### config.mk
export PLATFORM = sky130hd
export DESIGN_NAME = sm4e_round
export DESIGN_NICKNAME = d
export VERILOG_FILES = /design/src/sm4e_pkg.sv /design/src/sm4e_round.sv
export SDC_FILE = /design/constraint.sdc
export NUM_CORES = 2
export LEC_CHECK = 0
export BUFFER_PORTS_ARGS = -buffer_cell sky130_fd_sc_hd__clkbuf_2
export CORE_MARGIN = 2
export CORE_UTILIZATION = 45
export CTS_CLUSTER_DIAMETER = 30
export DETAILED_ROUTE_END_ITERATION = 6
export GPL_TIMING_DRIVEN = 1
export PLACE_DENSITY = 0.67
export SLEW_MARGIN = 30
export SYNTH_ARGS = -nofsm -noshare
export SYNTH_HDL_FRONTEND = slang
export SYNTH_SLANG_ARGS = --single-unit
### constraint.sdc
create_clock -name clock -period 11.7 [get_ports clock]
set_input_delay 0.585 -clock clock [delete_from_list [all_inputs] [get_ports clock]]
set_output_delay 0.585 -clock clock [all_outputs]
set_load 0.02 [all_outputs]
### src/sm4e_pkg.sv
// ----------------------------------------------------------------------------
// SM4 encryption package
// Word type, stage record, S-box table and the round functions shared by the
// pipeline stages.
// ----------------------------------------------------------------------------
`default_nettype none

package sm4e_pkg;

   typedef logic [31:0] word_type;

   // Word 0 of each array is the oldest word of the sliding window.
   typedef struct packed {
      word_type [3:0] data;
      word_type [3:0] key;
   } stage_type;

   localparam int unsigned CSR_INDEX_WIDTH = 2;
   localparam logic [CSR_INDEX_WIDTH-1:0] KEY_HIGH_INDEX = 2'd0;
   localparam logic [CSR_INDEX_WIDTH-1:0] KEY_LOW_INDEX  = 2'd1;

   localparam word_type FK [4] = '{32'ha3b1bac6, 32'h56aa3350, 32'h677d9197, 32'hb27022dc};

   localparam logic [7:0] SBOX [256] = '{
      8'hd6,8'h90,8'he9,8'hfe,8'hcc,8'he1,8'h3d,8'hb7,8'h16,8'hb6,8'h14,8'hc2,8'h28,8'hfb,8'h2c,8'h05,
      8'h2b,8'h67,8'h9a,8'h76,8'h2a,8'hbe,8'h04,8'hc3,8'haa,8'h44,8'h13,8'h26,8'h49,8'h86,8'h06,8'h99,
      8'h9c,8'h42,8'h50,8'hf4,8'h91,8'hef,8'h98,8'h7a,8'h33,8'h54,8'h0b,8'h43,8'hed,8'hcf,8'hac,8'h62,
      8'he4,8'hb3,8'h1c,8'ha9,8'hc9,8'h08,8'he8,8'h95,8'h80,8'hdf,8'h94,8'hfa,8'h75,8'h8f,8'h3f,8'ha6,
      8'h47,8'h07,8'ha7,8'hfc,8'hf3,8'h73,8'h17,8'hba,8'h83,8'h59,8'h3c,8'h19,8'he6,8'h85,8'h4f,8'ha8,
      8'h68,8'h6b,8'h81,8'hb2,8'h71,8'h64,8'hda,8'h8b,8'hf8,8'heb,8'h0f,8'h4b,8'h70,8'h56,8'h9d,8'h35,
      8'h1e,8'h24,8'h0e,8'h5e,8'h63,8'h58,8'hd1,8'ha2,8'h25,8'h22,8'h7c,8'h3b,8'h01,8'h21,8'h78,8'h87,
      8'hd4,8'h00,8'h46,8'h57,8'h9f,8'hd3,8'h27,8'h52,8'h4c,8'h36,8'h02,8'he7,8'ha0,8'hc4,8'hc8,8'h9e,
      8'hea,8'hbf,8'h8a,8'hd2,8'h40,8'hc7,8'h38,8'hb5,8'ha3,8'hf7,8'hf2,8'hce,8'hf9,8'h61,8'h15,8'ha1,
      8'he0,8'hae,8'h5d,8'ha4,8'h9b,8'h34,8'h1a,8'h55,8'had,8'h93,8'h32,8'h30,8'hf5,8'h8c,8'hb1,8'he3,
      8'h1d,8'hf6,8'he2,8'h2e,8'h82,8'h66,8'hca,8'h60,8'hc0,8'h29,8'h23,8'hab,8'h0d,8'h53,8'h4e,8'h6f,
      8'hd5,8'hdb,8'h37,8'h45,8'hde,8'hfd,8'h8e,8'h2f,8'h03,8'hff,8'h6a,8'h72,8'h6d,8'h6c,8'h5b,8'h51,
      8'h8d,8'h1b,8'haf,8'h92,8'hbb,8'hdd,8'hbc,8'h7f,8'h11,8'hd9,8'h5c,8'h41,8'h1f,8'h10,8'h5a,8'hd8,
      8'h0a,8'hc1,8'h31,8'h88,8'ha5,8'hcd,8'h7b,8'hbd,8'h2d,8'h74,8'hd0,8'h12,8'hb8,8'he5,8'hb4,8'hb0,
      8'h89,8'h69,8'h97,8'h4a,8'h0c,8'h96,8'h77,8'h7e,8'h65,8'hb9,8'hf1,8'h09,8'hc5,8'h6e,8'hc6,8'h84,
      8'h18,8'hf0,8'h7d,8'hec,8'h3a,8'hdc,8'h4d,8'h20,8'h79,8'hee,8'h5f,8'h3e,8'hd7,8'hcb,8'h39,8'h48
   };

   function automatic word_type tau(input word_type a);
      return {SBOX[a[31:24]], SBOX[a[23:16]], SBOX[a[15:8]], SBOX[a[7:0]]};
   endfunction

   function automatic word_type lin_data(input word_type b);
      return b ^ {b[29:0], b[31:30]} ^ {b[21:0], b[31:22]}
               ^ {b[13:0], b[31:14]} ^ {b[7:0], b[31:8]};
   endfunction

   function automatic word_type lin_key(input word_type b);
      return b ^ {b[18:0], b[31:19]} ^ {b[8:0], b[31:9]};
   endfunction

   // Byte j of the constant for round i is (4i+j)*7 mod 256, most significant first.
   function automatic word_type round_const(input int unsigned i);
      word_type c;
      c = '0;
      for (int unsigned j = 0; j < 4; j++) begin
         c = {c[23:0], 8'(((4 * i) + j) * 7)};
      end
      return c;
   endfunction

endpackage

`default_nettype wire

### src/sm4e_round.sv
// ----------------------------------------------------------------------------
// SM4 round stage
// One pipeline stage: one data round with the round key already held in the
// stage, and in parallel the key schedule step that yields the next round key.
// ----------------------------------------------------------------------------
`default_nettype none

module sm4e_round (
   input  wire                       clock,
   input  wire                       reset,
   input  wire                       in_valid,
   output logic                      in_ready,
   input  wire sm4e_pkg::stage_type  in_state,
   input  wire sm4e_pkg::word_type   round_const,
   output logic                      out_valid,
   input  wire                       out_ready,
   output sm4e_pkg::stage_type       out_state
);

   logic                valid_ff;
   logic                valid_in;
   sm4e_pkg::stage_type state_ff;
   sm4e_pkg::stage_type state_in;
   sm4e_pkg::word_type  next_data;
   sm4e_pkg::word_type  next_key;

   assign in_ready  = !valid_ff || out_ready;
   assign out_valid = valid_ff;
   assign out_state = state_ff;

   always_comb begin
      next_data = in_state.data[0] ^ sm4e_pkg::lin_data(sm4e_pkg::tau(
                     in_state.data[1] ^ in_state.data[2] ^ in_state.data[3] ^ in_state.key[3]));
      next_key  = in_state.key[0] ^ sm4e_pkg::lin_key(sm4e_pkg::tau(
                     in_state.key[1] ^ in_state.key[2] ^ in_state.key[3] ^ round_const));
      state_in.data[0] = in_state.data[1];
      state_in.data[1] = in_state.data[2];
      state_in.data[2] = in_state.data[3];
      state_in.data[3] = next_data;
      state_in.key[0]  = in_state.key[1];
      state_in.key[1]  = in_state.key[2];
      state_in.key[2]  = in_state.key[3];
      state_in.key[3]  = next_key;
      valid_in = in_ready ? in_valid : valid_ff;
   end

   always_ff @(posedge clock) begin
      if (reset) begin
         valid_ff <= 1'b0;
      end else begin
         valid_ff <= valid_in;
      end
   end

   always_ff @(posedge clock) begin
      if (in_ready && in_valid) begin
         state_ff <= state_in;
      end
   end

endmodule

`default_nettype wire

# == After elaboration in Yosys (flattened, before gate mapping) ==
# Memory sizes are Yosys's and may differ from the RTL's.
# Cells that the tools add are included.
# totals
output_inout_bits,258
register_bits,257
mem_bits_ro,16384
input_bits,292
elab_cells,66
memories,8
# mem_list
name,depth,word_bits,rd,rd_clocked_by_memory_dff,wr,line_no,text
(name not given),256,8,1,0,0,sm4e_pkg.sv:44,"return {SBOX[a[31:24]], SBOX[a[23:16]], SBOX[a[15:8]], SBOX[a[7:0]]};"
(name not given),256,8,1,0,0,sm4e_pkg.sv:44,
(name not given),256,8,1,0,0,sm4e_pkg.sv:44,
(name not given),256,8,1,0,0,sm4e_pkg.sv:44,
(name not given),256,8,1,0,0,sm4e_pkg.sv:44,
(name not given),256,8,1,0,0,sm4e_pkg.sv:44,
+2 memories,--,--,--,--,--,--,
# classes
reduce_logical,3
mux,16
bitwise,22
n_lt_le_gt_ge,8
# op_table
operator,n
$xor 32x32->32,14
$mux 8,16
$ge 9x9->1 const B,8
$not 8->9,8
$logic_and 1x1->1,1
$logic_not 1->1,1
$logic_or 1x1->1,1

# == Longest topological paths before layout ==
# logic_depth
ltp_word,12
depth_mapped,16
depth_no_buf,14

# == Worst setup path after synthesis ==
# Ideal clock, no wire load.
# synth_timing
path_kind,input to register
startpoint,in out_ready
endpoint,reg state_ff (netlist bit out_state[0]) (enable)
path_slack_ps,4356
arrival_ps,6696
path_stages,2
t_required_ps,11052
n_path_buf,0
setup_ps,648
cell_sequence,nand2b_1 > and2_1
# synth_between
elab_chain_cells,2
# synth_lines
item,line_no,text
from (decl),sm4e_round.sv:16,"input wire out_ready,"
$logic_or 1x1->1,sm4e_round.sv:27,assign in_ready = !valid_ff || out_ready;
$logic_and 1x1->1,sm4e_round.sv:56,if (in_ready && in_valid) begin
to (signal assigned),sm4e_round.sv:57,state_ff <= state_in;
to (decl),sm4e_round.sv:22,sm4e_pkg::stage_type state_ff;
# No other way between the ends.
# A chain may end at the register's enable or synchronous reset.

# == Worst setup path in the final report ==
# layout_timing
startpoint,in in_state[80] (netlist bit)
endpoint,"reg state_ff (netlist bit out_state[104]), data pin"
# layout_between
elab_chain_cells,9
# layout_lines
item,line_no,text
from (decl),sm4e_round.sv:13,"input wire sm4e_pkg::stage_type in_state,"
$xor 32x32->32 (3 in a row),sm4e_round.sv:35,in_state.key[1] ^ in_state.key[2] ^ in_state.key[3] ^ round_const));
$not 8->9 (implied by the code),sm4e_pkg.sv:44,
$mem_v2 256x8,--,
$mux 8 (implied by the code) (2 in a row),sm4e_pkg.sv:44,
$xor 32x32->32,sm4e_pkg.sv:53,"return b ^ {b[18:0], b[31:19]} ^ {b[8:0], b[31:9]};"
$xor 32x32->32,sm4e_round.sv:34,next_key = in_state.key[0] ^ sm4e_pkg::lin_key(sm4e_pkg::tau(
via next_key[8],sm4e_round.sv:25,sm4e_pkg::word_type next_key;
# The timed path passes the listed nets, and every way through them passes these cells. The select of a mux whose other input is x is not followed.

==> results.cfg <==
[clock_tree]
cts_tree = done
h-tree-depth = 3
cts_buffer_depth = 3
post-cts-setup-buffers = 0
clockRootBuffer = clkbuf_16
clock_latency_ns = 0.64
numCtsBuffers = 70
cts_hold_buffers = 0
cts_resized = 0
cts.reportedPaths.clkPinSlew_ns = 0.04
cts_sinks = 257

[routing]
via_per_inst = 7.42
highest_layer = met5
antenna_left = 0
drcViolationCount = 38
wl_per_cell_um = 29.5
drt-total-wl_mm = 188
wl_met3_mm = 28.8
first_pass_iters = 7
wl_met1_mm = 69.5
vias = 47200
drtIter0Drc = 9586
wl_met2_mm = 77.8

[setup_path]
worstSetupStartpointType = input pin
path_cells = clkbuf_2 > xnor2_1 > xor2_1 > buf_4 > inv_1 > ha_1 > ha_1 > nor2_1 > a311o_1 > a311oi_1 > a21oi_1 > a222oi_1 > xnor3_1 > xnor2_1
cp_data_required_time_ns = 12.06
critPathSlowestCell = ha_1
crit_type = input pin to register
timing.rr.start = out_valid$_SDFFE_PP0N_
reg2reg_depth = 4
ff2ff_setup_slack_ns = 8.47
slowest_delay_ns = 0.87
cp.arrival_ns = 5.31
cp_max_fo = 21
cp-end-kind = register
r2r_end = out_state[207]$_DFFE_PP_

[sta]
slew_headroom_pct = 29.0
fin_ws_ns = 6.74
worst_pin_slew_ns = 1.04
clock.fmax_ghz = 0.202
period_needed_ns = 4.96
hold_ws_ns = 0.0906
drv_slew = 0
fin_crit_sh_pct = 42.4
skew_ns = 0.0339
tns_ns = 0
setup-violations-final = 0
rsz0062_at_grt = no
hold_violations = 0

[floorplan]
die_area_sq_um = 85000
io_pins = 550
initial_utilization_pct = 45.4
core_area_sq_um = 82000
die_w_um = 292
die_h_um = 292
std_cell_rows = 105

[logic_synthesis]
avgSynthCellArea_sq_um = 7.42
syn_nets = 5376
ys_types = 98
synth-seq-cells = 257
ys_warn_count = 0
netlist_area_sq_um = 37200
postSynthCellCount = 5014
postSynth.asyncResetShare_pct = 0
synth_edf_count = 256
ys_seq_area_share_pct = 20.7
synth_flop_cell = edfxtp_1

[hold_path]
hold_path_end = out_valid$_SDFFE_PP0N_
worstHoldStart = reset
min_path_type = input pin to register
whs_path_depth = 2

[run]
cap_violations = 0

[global_route]
grt_pass1_wl_mm = 279
grt_pass1_vias = 43400
grt_overflow = 0
antenna_found_initial = 5
grt_max_degree = 84
grt_usage_pct = 41.9

[pwr]
leakagePower_uw = 0.0155
vdd_ir_drop_max_v = 0.000158
power_uw = 10500
power.density_nw_per_um2 = 241

[finish]
stdcell_count = 6365
num-nets-final = 5600
layout_common_cells = 550 x clkbuf_2, 501 x nand2_1, 467 x nor2_1, 446 x a21oi_1, 420 x o21ai_0
syn2layout_area_growth_pct = 16.8
fillers = 7875
mostFrequentLayoutCell = clkbuf_2
drive_gt1_share_pct = 19.1

[outcome]
violations = DRC
status = finished with violations

[placement]
gp_congestion = 1.07
pre_cts_ws_ns = 6.26
dp_cells = 6233
io_buffer_count = 549
hpwl_mm = 128
[power by group]
group          total (uW)  leakage [uW]  switching [uW]  internal (uW)
Sequential           1420       0.00248            63.7           1360
Combinational        7160        0.0119            4790           2370
Clock                1910       0.00113             658           1250
[how the worst max path moves through the flow]
stage / from / endpoint / slack, ns / cells after the start
2_1_floorplan: out_ready / out_state[0]$_DFFE_PP_ / 4.36 / 2
3_3_place_gp: in_state[112] / out_state[104]$_DFFE_PP_ / 6.32 / 14
3_5_place_dp: in_state[112] / out_state[104]$_DFFE_PP_ / 6.26 / 14
4_1_cts: in_state[112] / out_state[104]$_DFFE_PP_ / 6.92 / 14
5_1_grt: in_state[80] / out_state[104]$_DFFE_PP_ / 6.47 / 14
6_report: in_state[80] / out_state[104]$_DFFE_PP_ / 6.74 / 14
[layer usage]
layer  global-route usage, %  up-vias
met3                    14.7      955
li1                        -    19900
met2                    60.7     4635
met4                    21.1        8
met1                    54.9    21800
met5                       0        -
[layout make-up]
class / count / area, sq um / area share, %
inverters: 47 / 176 / 0.406
repair buffers: 706 / 3930 / 9.03
clock inverters: 51 / 597 / 1.37
clock buffers: 76 / 1790 / 4.13
multi-input cells: 4156 / 27900 / 64.2
well taps: 1070 / 1340 / 3.08
flip-flops and latches: 257 / 7710 / 17.7
diodes: 2 / 5.00 / 0.0115
[worst max-delay path: cells and delay by family]
| kind | cells | cell delay, ns |
|---|---|---|
| AOI/OAI and AO/OA | 4 | 1.42 |
| xor gates and xnor gates | 4 | 1.29 |
| adders and majority gates | 2 | 1.23 |
| buffers and inverters | 3 | 0.70 |
| and+or+nand+nor | 1 | 0.08 |
[synth_stat cells (90+ instances only)]
cell type	instances	area [sq um]
clkbuf_1	339	1270
nand3_1	149	746
a21oi_1	446	2230
o211ai_1	116	871
xnor2_1	286	2500
nor2_1	469	1760
o221ai_1	90	788
xor2_1	158	1380
nor3_1	166	831
edfxtp_1	256	7690
o21ai_0	420	2100
a31oi_1	124	776
a211oi_1	120	901
buf_2	121	606
o22ai_1	100	626
nand2_1	501	1880
[cell families (layout without fill, tap and decap cells)]
family	Yosys count	in the layout	share of synthesized area, %
compound gates	2085	2085	38.3
other cells	0	2	0
mux	88	88	3.15
simple gates	1439	1439	16.8
xor+xnor	473	473	11.8
fa+ha+maj	71	71	2.38
buf+inv	601	880	6.79
flops	257	257	20.7
[registers in the layout, indices dropped and copies added (netlist names)]
signal,count
out_state,256
out_valid,1
[through the flow]
| step | instance area, sq um | util, % |
|---|---|---|
| finish | 43500 | 53.0 |
| CTS | 43400 | 52.9 |
| floorplan | 37200 | - |
| detailed placement | 41000 | 50.0 |
| global placement | 40900 | 49.9 |
| global route | 43500 | 53.0 |
No activity file was read; power rests on OpenSTA's default activity.
